[src/rtl/ffbp_pkg.sv]
package ffbp_pkg;

   localparam int SIZE_W = 16;
   localparam int IDX_W  = 6;
   localparam int USED_W = 7;

   localparam logic [SIZE_W-1:0] CAP_RESET = 16'hFFFF;

   typedef enum logic [1:0] {
      ST_PLACED   = 2'd0,
      ST_OVERSIZE = 2'd1,
      ST_NO_BIN   = 2'd2
   } status_type;

   typedef enum logic [1:0] {
      FSM_IDLE,
      FSM_SEARCH,
      FSM_FINISH
   } fsm_type;

   // what a cell reports in the cycle it holds the search token
   typedef struct packed {
      logic hit;
      logic opened;
   } cell_event_type;

endpackage

[src/rtl/ffbp_if.sv]
interface ffbp_req_if;
   import ffbp_pkg::*;

   logic              valid;
   logic              ready;
   logic [SIZE_W-1:0] item_size;
   logic              new_run;

   modport source (output valid, output item_size, output new_run, input ready);
   modport sink   (input valid, input item_size, input new_run, output ready);
endinterface

interface ffbp_rsp_if;
   import ffbp_pkg::*;

   logic              valid;
   logic              ready;
   logic [IDX_W-1:0]  bin_index;
   logic [USED_W-1:0] bins_used;
   logic [1:0]        status;

   modport source (output valid, output bin_index, output bins_used, output status,
                   input ready);
   modport sink   (input valid, input bin_index, input bins_used, input status,
                   output ready);
endinterface

[src/rtl/first_fit_bin_packer_unit.sv]
// channel   direction  handshake      payload
// req_ch    in         valid/ready    item_size[15:0], new_run
// rsp_ch    out        valid/ready    bin_index[5:0], bins_used[6:0], status[1:0]
// csr       in         csr_wr_en      csr_wr_data[15:0] -> bin_capacity
//
// one request is searched at a time; a search token walks the bin cells one per cycle
// an item placed in bin k goes through accept, a token step at each of cells 0 to k, then result load
// no fit with all bins open walks the token past every cell, an oversized item skips the search
// reset clears the bin count, the token and the output valid, and sets the capacity to 65535
// cell contents are not cleared, only open cells are read
// a stalled result waits in the output register while the next request is taken
module first_fit_bin_packer_unit #(
   parameter int MAX_BINS = 64
) (
   input  logic                        clock,
   input  logic                        reset,
   input  logic                        csr_wr_en,
   input  logic [ffbp_pkg::SIZE_W-1:0] csr_wr_data,
   ffbp_req_if.sink                    req_ch,
   ffbp_rsp_if.source                  rsp_ch
);
   import ffbp_pkg::*;

   localparam int CW = $clog2(MAX_BINS + 1);

   // token chain: tok[i] feeds cell i, the last tap means nothing fit
   logic [MAX_BINS:0]  tok;
   cell_event_type     cell_evt [MAX_BINS];
   cell_event_type     chain_evt;
   logic               start;
   logic [SIZE_W-1:0]  size;
   logic [SIZE_W-1:0]  cap;
   logic [CW-1:0]      count;

   assign tok[0] = start;

   // only the cell holding the token reports, so an or merges the chain
   always_comb begin
      chain_evt = '0;
      for (int i = 0; i < MAX_BINS; i++) begin
         chain_evt.hit    = chain_evt.hit | cell_evt[i].hit;
         chain_evt.opened = chain_evt.opened | cell_evt[i].opened;
      end
   end

   // sequencer, capacity register and output register
   ffbp_ctrl #(
      .MAX_BINS (MAX_BINS)
   ) u_ctrl (
      .clock       (clock),
      .reset       (reset),
      .csr_wr_en   (csr_wr_en),
      .csr_wr_data (csr_wr_data),
      .req         (req_ch),
      .rsp         (rsp_ch),
      .chain_evt   (chain_evt),
      .tail_tok    (tok[MAX_BINS]),
      .start       (start),
      .size        (size),
      .cap         (cap),
      .count       (count)
   );

   // one cell per bin, each keeping that bin's remaining room
   for (genvar g = 0; g < MAX_BINS; g++) begin : g_cell
      ffbp_cell #(
         .MAX_BINS (MAX_BINS),
         .INDEX    (g)
      ) u_cell (
         .clock    (clock),
         .reset    (reset),
         .prev_tok (tok[g]),
         .count    (count),
         .size     (size),
         .cap      (cap),
         .tok_out  (tok[g+1]),
         .cell_evt (cell_evt[g])
      );
   end

endmodule

[src/rtl/ffbp_cell.sv]
module ffbp_cell #(
   parameter int MAX_BINS = 64,
   parameter int INDEX    = 0,
   localparam int CW      = $clog2(MAX_BINS + 1)
) (
   input  logic                           clock,
   input  logic                           reset,
   input  logic                           prev_tok,
   input  logic [CW-1:0]                  count,
   input  logic [ffbp_pkg::SIZE_W-1:0]    size,
   input  logic [ffbp_pkg::SIZE_W-1:0]    cap,
   output logic                           tok_out,
   output ffbp_pkg::cell_event_type       cell_evt
);
   import ffbp_pkg::*;

   logic              tok_ff, tok_in;
   logic [SIZE_W-1:0] rem_ff, rem_in;
   logic              is_open;
   logic              fits;
   logic              hit;

   assign tok_in  = prev_tok;
   assign is_open = (CW'(INDEX) < count);
   assign fits    = (rem_ff >= size);
   // a closed cell seen by the token is always the next bin to open
   assign hit     = tok_ff & (fits | ~is_open);
   assign tok_out = tok_ff & ~hit;

   assign cell_evt.hit    = hit;
   assign cell_evt.opened = hit & ~is_open;

   always_comb begin
      rem_in = rem_ff;
      if (hit) begin
         if (is_open) begin
            rem_in = rem_ff - size;
         end else begin
            rem_in = cap - size;
         end
      end
   end

   always_ff @(posedge clock) begin
      if (reset) begin
         tok_ff <= 1'b0;
      end else begin
         tok_ff <= tok_in;
      end
   end

   always_ff @(posedge clock) begin
      rem_ff <= rem_in;
   end

endmodule

[src/rtl/ffbp_ctrl.sv]
module ffbp_ctrl #(
   parameter int MAX_BINS = 64,
   localparam int CW      = $clog2(MAX_BINS + 1),
   localparam int IW      = $clog2(MAX_BINS)
) (
   input  logic                        clock,
   input  logic                        reset,
   input  logic                        csr_wr_en,
   input  logic [ffbp_pkg::SIZE_W-1:0] csr_wr_data,
   ffbp_req_if.sink                    req,
   ffbp_rsp_if.source                  rsp,
   input  ffbp_pkg::cell_event_type    chain_evt,
   input  logic                        tail_tok,
   output logic                        start,
   output logic [ffbp_pkg::SIZE_W-1:0] size,
   output logic [ffbp_pkg::SIZE_W-1:0] cap,
   output logic [CW-1:0]               count
);
   import ffbp_pkg::*;

   fsm_type           state_ff, state_in;
   logic [IW-1:0]     pos_ff, pos_in;
   logic [CW-1:0]     count_ff, count_in;
   logic [SIZE_W-1:0] size_ff, size_in;
   logic [SIZE_W-1:0] cap_ff, cap_in;
   logic [IW-1:0]     res_index_ff, res_index_in;
   status_type        res_status_ff, res_status_in;
   logic              rsp_valid_ff, rsp_valid_in;
   logic [IDX_W-1:0]  rsp_index_ff, rsp_index_in;
   logic [USED_W-1:0] rsp_used_ff, rsp_used_in;
   status_type        rsp_status_ff, rsp_status_in;

   logic                   accept;
   logic                   load;
   logic [CW+USED_W-1:0]   used_wide;
   logic [IW+IDX_W-1:0]    index_wide;

   assign req.ready     = (state_ff == FSM_IDLE);
   assign accept        = req.valid & req.ready;
   assign rsp.valid     = rsp_valid_ff;
   assign rsp.bin_index = rsp_index_ff;
   assign rsp.bins_used = rsp_used_ff;
   assign rsp.status    = rsp_status_ff;
   assign size          = size_ff;
   assign cap           = cap_ff;
   assign count         = count_ff;
   assign used_wide     = {{USED_W{1'b0}}, count_ff};
   assign index_wide    = {{IDX_W{1'b0}}, res_index_ff};
   assign cap_in        = csr_wr_en ? csr_wr_data : cap_ff;

   always_comb begin
      state_in      = state_ff;
      pos_in        = pos_ff;
      count_in      = count_ff;
      size_in       = size_ff;
      res_index_in  = res_index_ff;
      res_status_in = res_status_ff;
      start         = 1'b0;
      load          = 1'b0;
      unique case (state_ff)
         FSM_IDLE: begin
            if (accept) begin
               size_in = req.item_size;
               if (req.new_run) begin
                  count_in = '0;
               end
               if (req.item_size > cap_ff) begin
                  res_index_in  = '0;
                  res_status_in = ST_OVERSIZE;
                  state_in      = FSM_FINISH;
               end else begin
                  start    = 1'b1;
                  pos_in   = '0;
                  state_in = FSM_SEARCH;
               end
            end
         end
         FSM_SEARCH: begin
            priority if (chain_evt.hit) begin
               res_index_in  = pos_ff;
               res_status_in = ST_PLACED;
               if (chain_evt.opened) begin
                  count_in = count_ff + 1'b1;
               end
               state_in = FSM_FINISH;
            end else if (tail_tok) begin
               res_index_in  = '0;
               res_status_in = ST_NO_BIN;
               state_in      = FSM_FINISH;
            end else begin
               pos_in = pos_ff + 1'b1;
            end
         end
         FSM_FINISH: begin
            if (!rsp_valid_ff || rsp.ready) begin
               load     = 1'b1;
               state_in = FSM_IDLE;
            end
         end
         default: begin
            state_in = FSM_IDLE;
         end
      endcase
   end

   always_comb begin
      rsp_valid_in  = rsp_valid_ff;
      rsp_index_in  = rsp_index_ff;
      rsp_used_in   = rsp_used_ff;
      rsp_status_in = rsp_status_ff;
      if (load) begin
         rsp_valid_in  = 1'b1;
         rsp_index_in  = index_wide[IDX_W-1:0];
         rsp_used_in   = used_wide[USED_W-1:0];
         rsp_status_in = res_status_ff;
      end else if (rsp_valid_ff && rsp.ready) begin
         rsp_valid_in = 1'b0;
      end
   end

   always_ff @(posedge clock) begin
      if (reset) begin
         state_ff     <= FSM_IDLE;
         count_ff     <= '0;
         cap_ff       <= CAP_RESET;
         rsp_valid_ff <= 1'b0;
      end else begin
         state_ff     <= state_in;
         count_ff     <= count_in;
         cap_ff       <= cap_in;
         rsp_valid_ff <= rsp_valid_in;
      end
   end

   always_ff @(posedge clock) begin
      pos_ff        <= pos_in;
      size_ff       <= size_in;
      res_index_ff  <= res_index_in;
      res_status_ff <= res_status_in;
      rsp_index_ff  <= rsp_index_in;
      rsp_used_ff   <= rsp_used_in;
      rsp_status_ff <= rsp_status_in;
   end

endmodule

[src/flat_wrapper.sv]
// flat-port wrapper written by rule: the top's interface ports become plain ports
module first_fit_bin_packer_unit_flat import ffbp_pkg::*;
#(
   parameter int MAX_BINS = 64
)
  (clock, reset, csr_wr_en, csr_wr_data, req_ch_valid, req_ch_item_size, req_ch_new_run, req_ch_ready, rsp_ch_valid, rsp_ch_bin_index, rsp_ch_bins_used, rsp_ch_status, rsp_ch_ready);
  ffbp_req_if req_ch_i ();
  ffbp_rsp_if rsp_ch_i ();
  input  logic clock;
  input  logic reset;
  input  logic csr_wr_en;
  input  logic [ffbp_pkg::SIZE_W-1:0] csr_wr_data;
  input wire logic [$bits(req_ch_i.valid)-1:0] req_ch_valid;
  input wire logic [$bits(req_ch_i.item_size)-1:0] req_ch_item_size;
  input wire logic [$bits(req_ch_i.new_run)-1:0] req_ch_new_run;
  output wire logic [$bits(req_ch_i.ready)-1:0] req_ch_ready;
  output wire logic [$bits(rsp_ch_i.valid)-1:0] rsp_ch_valid;
  output wire logic [$bits(rsp_ch_i.bin_index)-1:0] rsp_ch_bin_index;
  output wire logic [$bits(rsp_ch_i.bins_used)-1:0] rsp_ch_bins_used;
  output wire logic [$bits(rsp_ch_i.status)-1:0] rsp_ch_status;
  input wire logic [$bits(rsp_ch_i.ready)-1:0] rsp_ch_ready;
  assign req_ch_i.valid = req_ch_valid;
  assign req_ch_i.item_size = req_ch_item_size;
  assign req_ch_i.new_run = req_ch_new_run;
  assign req_ch_ready = req_ch_i.ready;
  assign rsp_ch_valid = rsp_ch_i.valid;
  assign rsp_ch_bin_index = rsp_ch_i.bin_index;
  assign rsp_ch_bins_used = rsp_ch_i.bins_used;
  assign rsp_ch_status = rsp_ch_i.status;
  assign rsp_ch_i.ready = rsp_ch_ready;
  first_fit_bin_packer_unit #(.MAX_BINS(MAX_BINS)) u_core (.clock(clock), .reset(reset), .csr_wr_en(csr_wr_en), .csr_wr_data(csr_wr_data), .req_ch(req_ch_i), .rsp_ch(rsp_ch_i));
endmodule
[config.mk]
export PLATFORM = sky130hd
export DESIGN_NAME = first_fit_bin_packer_unit_flat
export DESIGN_NICKNAME = d
export VERILOG_FILES = /design/src/rtl/ffbp_pkg.sv /design/src/rtl/ffbp_if.sv /design/src/rtl/first_fit_bin_packer_unit.sv /design/src/rtl/ffbp_cell.sv /design/src/rtl/ffbp_ctrl.sv /design/src/flat_wrapper.sv
export SDC_FILE = /design/constraint.sdc
export NUM_CORES = 2
export LEC_CHECK = 0
export BUFFER_PORTS_ARGS = -buffer_cell sky130_fd_sc_hd__buf_2
export CAP_MARGIN = 40
export CORE_MARGIN = 8
export CORE_UTILIZATION = 59
export DETAILED_ROUTE_END_ITERATION = 7
export PLACE_DENSITY = 0.8
export SLEW_MARGIN = 20
export SYNTH_ARGS = -nofsm -noshare
export SYNTH_HDL_FRONTEND = slang
export SYNTH_SLANG_ARGS = --single-unit
[constraint.sdc]
create_clock -name clock -period 8.1 [get_ports clock]
set_input_delay 0.81 -clock clock [delete_from_list [all_inputs] [get_ports clock]]
set_output_delay 0.81 -clock clock [all_outputs]
set_load 0.01 [all_outputs]
### Word-level counts from Yosys, hierarchy flattened

Index checks and enable logic that the tools add are counted.

* register bits: 1159
* word-level logic and storage cells: 966
* output and inout port bits: 17
* bits of input ports: 38

* $lt $le $gt $ge: 129
* equality and inequality tests: 12
* mux-type cells: 94
* $add $sub $neg: 67
* bitwise gates (word level): 513
* reduce and logical (&&, ||, !) cells: 12

Operators with widths (count)
* subtractor 16 bit: 65
* >= comparator 16 bit: 64
* two-way mux 16 bit: 64
* < comparator 6 x 7 -> 1 bit (first input constant): 32
* bitwise AND 1 bit: 193
* bitwise OR 1 bit: 190
* NOT 1 bit: 130
* < comparator 5 x 7 -> 1 bit (first input constant): 16
* < comparator 4 x 7 -> 1 bit (first input constant): 8
* two-way mux 6 bit: 8
* < comparator 3 x 7 -> 1 bit (first input constant): 4
* two-way mux 7 bit: 4
* case mux 6 bit (2 select lines): 2
* > comparator 16 bit: 1
* two-way mux 2 bit: 8
* < comparator 1 x 7 -> 1 bit (first input constant): 2
* < comparator 2 x 7 -> 1 bit (first input constant): 2
* case mux 7 bit (2 select lines): 1
* inequality test 2 bit (second input constant): 5
* AND reduction 5 bit: 2
* inequality test 2 x 1 -> 1 bit (second input constant): 4
* adder 7 x 1 -> 7 bit (second input constant): 1
* adder 6 x 1 -> 6 bit (second input constant): 1
* case mux 2 bit (3 select lines): 1
* other kinds (14): 19

### Depth between registers and ports, before layout

* depth in word-level cells: 71
* gate-level depth with buffers: 14
* gate-level depth less buffers: 13

### Worst setup path after synthesis

Ideal clock, no wire load.

* kind: flip-flop to flip-flop
* from: register u_core.u_ctrl.size_ff[1], in the netlist u_core.u_ctrl.size[1]
* to: register u_core.u_ctrl.pos_ff[0] (enable)
* required time: 7.780 ns
* setup time: 0.320 ns
* slack: -0.589 ns
* arrival time: 8.368 ns
* buffers on the path: 0
* period minus slack after synthesis: 8.689 ns
* cell stages (with the launch flop): 13
* cell sequence: edfxtp_1 inv_1 ha_1 nand4_1 nor3_1 a2111oi_2 a31oi_1 or2_2 a2111oi_0 nand4b_1 or4_4 nor3_4 o21ba_1

* elaborated cells on any way between the ends: 260
* classes of those cells: order compare: 64; eq/ne: 2; bitwise: 193; reduce/logical: 1

RTL lines
* start: declaration: RTL line ffbp_ctrl.sv:24 `logic [SIZE_W-1:0] size_ff, size_in;`
* start signal: assignment: RTL line ffbp_ctrl.sv:137 `size_ff <= size_in;`
* >= comparator 16 bit: RTL line ffbp_cell.sv:25 `assign fits = (rem_ff >= size);`
* bitwise OR 1 bit: RTL line ffbp_cell.sv:27 `assign hit = tok_ff & (fits | ~is_open);`
* bitwise AND 1 bit: RTL line ffbp_cell.sv:27
* via u_core.g_cell[11].u_cell.hit: RTL line ffbp_cell.sv:21 `logic hit;`
* bitwise OR 1 bit (53 in a row): RTL line first_fit_bin_packer_unit.sv:41 `chain_evt.hit = chain_evt.hit | cell_evt[i].hit;`
* inequality test 2 bit (no line)
* AND reduction 5 bit (no line)
* end signal: assignment: RTL line ffbp_ctrl.sv:136 `pos_ff <= pos_in;`
* end: declaration: RTL line ffbp_ctrl.sv:22 `logic [IW-1:0] pos_ff, pos_in;`

The timed path passes the listed nets, and every way through them passes these cells.
A chain may end at the register's enable or synchronous reset.

### Worst setup path in the final report

* from: register u_core.u_ctrl.size_ff[1], in the netlist u_core.u_ctrl.size[1]
* to: register u_core.g_cell[51].u_cell.rem_ff[15], data pin

* cells in the longest elaborated chain, start to end: 2
* elaborated cells on any way between the ends: 3
* classes of those cells: add/sub: 2; mux: 1

Ends and longest elaborated chain
* subtractor 16 bit, on equally long branches: RTL line ffbp_cell.sv:39, ffbp_cell.sv:37
* two-way mux 16 bit *: RTL line ffbp_cell.sv:36 `if (is_open) begin`
* end signal: assignment: RTL line ffbp_cell.sv:53 `rem_ff <= rem_in;`
* end: declaration: RTL line ffbp_cell.sv:18 `logic [SIZE_W-1:0] rem_ff, rem_in;`

Mark *: on every way between the ends. The rest lies on a longest branch, timed or not.

==> key figures <==
Final layout
  – Nets: 11310
  – Fraction of layout instances using a drive strength above 1: under 10%
  – Non-Filler Instances: between 10000 and 15000
  – P&R area growth vs syn: 9.601%

Setup path
  – Worst path max stage delay: around 700 ps
  – Crit. End Element: register
  – Startpoint Class: register
  – Setup CP Type: reg2reg
  – Slowest cell on the critical path: mux2i_4
  – Required time of the critical path: around 8700 ps
  – Data arrival time at the worst-slack endpoint: 6390 ps
  – Maximum fanout encountered on the critical timing path: 31
  – Most prevalent standard cell on the critical path: o21ai_0
  – Crit path cell chain: inv_4, ha_1, nor2b_1, o21a_1, o21ai_0, a211oi_1, o31ai_1, o21ai_0, buf_4, mux2i_4, or2_2, buf_4, nand2_1, o21ai_0
  – Top delay family on crit path: compound AO/OA/AOI/OAI gates
  – Crit path buffers/inverters: 3

Job
  – Max-Cap Viols: 0

Timing
  – Worst hold slack across all endpoints: between 200 and 250 ps
  – Final hold violations: 0
  – Final number of setup-violating endpoints: 0
  – Clock period minus final worst setup slack: between 5000 and 6000 ps
  – Setup repair after global routing missed its margin: false
  – Slew of the pin with the lowest slew margin: approximately 970 ps
  – Count of pins over their slew limit: 0
  – Maximum achievable frequency: about 170 MHz
  – Normalized max-slew margin: between 30% and 40%
  – Final-layout setup total negative slack: 0 ps
  – Max Clock Skew: approximately 40 ps
  – Period Utilization, post-route: 71.05%

GRT
  – Via count of the first global-routing pass: about 78000
  – Overall track demand over capacity in global routing: between 30% and 40%
  – Initial antenna violation count: 24
  – Global-route wire length before repair: 457.7 mm
  – Total overflow reported by the global router: 0
  – Largest net degree at the start of global routing: 68

Outcome
  – Run status: finished with violations
  – Failing checks: design-rule violations

Detailed routing
  – Starting DRT DRC Count: about 11000
  – TritonRoute pass-1 iters: 8
  – Vias per std cell: about 6.7
  – Remaining number of nets flagged by the antenna check after routing: 0
  – Via count of the routed design: around 83000
  – Final Routed Wirelength: between 300 and 400 mm
  – Routed wire length per instance: about 25 um
  – DRC Markers: 3

Place
  – Total of buffers placed on input and output ports: 54
  – Hpwl dp: 199.6 mm
  – Placed Cells: ~12000
  – Routability Congestion: ~0.97

Yosys
  – Fraction of registers with async set or reset after synthesis: 0%
  – Count of mapped cells out of synthesis: between 10000 and 15000
  – Post-synth EDFFs: ~1100
  – Register bit count reported by yosys: 1159
  – Post-synth top flop: edfxtp_1
  – Top post-synthesis cells by area: edfxtp_1 35%, ha_1 14%, a21oi_1 5.3%
  – Top cell type's share of synthesized area: about a third
  – Cell Area, Synth: slightly above 90000 um^2
  – Synth cell count leaders: 1069 x edfxtp_1, 1057 x ha_1, 986 x a21oi_1
  – Count of warnings emitted by yosys: 0
  – Cell with the most instances after synthesis: edfxtp_1
  – Sequential element share of the synthesized area: 36.51%
  – Net count of the mapped netlist: between 10000 and 15000
  – Avg Inst Size Synth: 9.221 um^2
  – Cell type contributing the most total cell area after synthesis: edfxtp_1
  – Synth unique cells: 96

Floorplanning
  – Initial standard-cell utilization of the core: between 50% and 60%
  – Die Y-Extent: between 400 and 500 um
  – Number of core rows: between 100 and 150
  – Floorplan Core Area: 156200 um^2
  – Die ar.: around 170000 um^2
  – Top-level I/O count: 55
  – Die W: just over 400 um

Clock tree
  – Count of H-tree levels built during CTS: 4
  – Sinks on Clock Net: roughly 1200
  – Number of buffers created by CTS: approximately 140
  – Worst-Skew Late Latency: between 800 and 900 ps
  – TritonCTS clock tree: done
  – Hold buffers post-CTS: 0
  – Master cell of the clock root buffer: clkbuf_16
  – Post-cts gate resize count: 0
  – Maximum root-to-sink buffer count: 3
  – Number of buffers added for setup after CTS: 0
  – CTS clock-pin slew for the worst setup and hold paths: 60 ps

Pwr
  – Static Leak: 41.55 nW
  – Power density over cell area: approximately 210 nW/um^2
  – Max VDD drop: about 0.00047 V

Min path
  – Class of the most critical hold timing path: in2reg
## cells by family after synthesis
group	count (synthesis)	synth area share, %
simple gates	3159	16.04
compound gates	2955	19.31
flops	1159	36.51
fa+ha+maj	1122	15.65
xor+xnor	777	7.330
buf+inv	681	2.800
mux	216	2.365
## power by group
part | internal, mW | switching, mW
combinational | 2.60 | 5.00
sequential | 7.11 | 0.0553
clock | 3.72 | 2.73
total | 13.4 | 7.79
## state kept, by name (all words and copies together) (netlist names)
register / count
u_core.u_ctrl.rsp.valid: 1
u_core.u_ctrl.rsp.bins_used: 7
u_core.u_ctrl.res_index_ff: 6
u_core.u_ctrl.res_status_ff: 2
u_core.u_ctrl.pos_ff: 6
u_core.u_ctrl.rsp.bin_index: 6
u_core.g_cell.u_cell.rem_ff: 1024
u_core.u_ctrl.size: 16
u_core.u_ctrl.count: 7
u_core.u_ctrl.rsp.status: 2
u_core.g_cell.u_cell.tok_ff: 64
u_core.u_ctrl.cap: 16
u_core.u_ctrl.state_ff: 2
## per-layer routing
layer	vias to the layer above	GRT usage (%)	wire length, um
li1	37540	-	-
met1	39060	45.52	114300
met2	5345	52.34	129600
met3	1258	8.242	42510
met4	2	20.33	20990
met5	-	0	13
## metrics by stage
stage / worst slack (ps) / area [um^2] / power (mW) / utilization [%]
final: 2345 / 101800 / 21.22 / 65.15
after global routing: 2211 / 101700 / 21.98 / 65.11
after CTS: 2530 / 101500 / 20.98 / 65.00
after detailed placement: 2542 / 96940 / 14.58 / 62.06
after global placement: 2504 / 96470 / 14.28 / 61.76
after floorplan: 19.93 / 92970 / 12.06 / -
## final cells by class
type                            count  area [um^2]
Clock buffer                      201         3978
Fill cell                       12180        54440
Antenna cell                       23        57.56
Clock inverter                     61        621.8
Multi-Input combinational cell   8229        56960
Timing Repair Buffer              260         2278
Tap cell                         2058         2575
Sequential cell                  1159        33910
Inverter                          355         1385
## placed cells by master (no fill, tap or decap), types with 32 or more instances in the layout
cell / Yosys / routed
nor2_1: 910 / 901
edfxtp_1: 1069 / 1069
nand2_1: 985 / 985
clkbuf_1: 283 / 41
and3_1: 54 / 54
o21ai_0: 907 / 901
mux2i_1: 189 / 188
dfxtp_1: 90 / 86
fa_1: 65 / 64
buf_4: 6 / 147
or3_1: 96 / 96
xor2_1: 395 / 387
o21a_1: 137 / 137
nor2b_1: 126 / 125
and2_1: 41 / 40
o41ai_1: 50 / 50
o211ai_1: 79 / 79
xnor2_1: 382 / 374
a21o_1: 194 / 194
ha_1: 1057 / 1056
nand4_1: 166 / 166
a21boi_0: 33 / 32
nand2b_1: 258 / 258
nor3_1: 168 / 166
a211oi_1: 83 / 81
a21oi_1: 986 / 964
o21bai_1: 44 / 43
clkbuf_16: 0 / 144
buf_2: 17 / 59
a31oi_1: 72 / 62
inv_1: 355 / 339
nor3b_1: 39 / 39
nand3_1: 146 / 146
o31ai_1: 53 / 53
nor4_1: 57 / 57
## path summary, 6_finish.rpt
kind,startpoint,to,slack (ps),cells past startpoint
max,u_core.u_ctrl.size[1]$_DFFE_PP_,u_core.g_cell[51].u_cell.rem_ff[15]$_DFFE_PP_,2340,14
min,req_ch_item_size[11],u_core.u_ctrl.size[11]$_DFFE_PP_,210,1
max reg2reg,u_core.u_ctrl.size[1]$_DFFE_PP_,u_core.g_cell[51].u_cell.rem_ff[15]$_DFFE_PP_,2340,14
min reg2reg,u_core.u_ctrl.res_status_ff[1]$_SDFFCE_PN0P_,u_core.u_ctrl.rsp.status[1]$_DFFE_PP_,490,0
No activity file was read; power rests on OpenSTA's default activity.
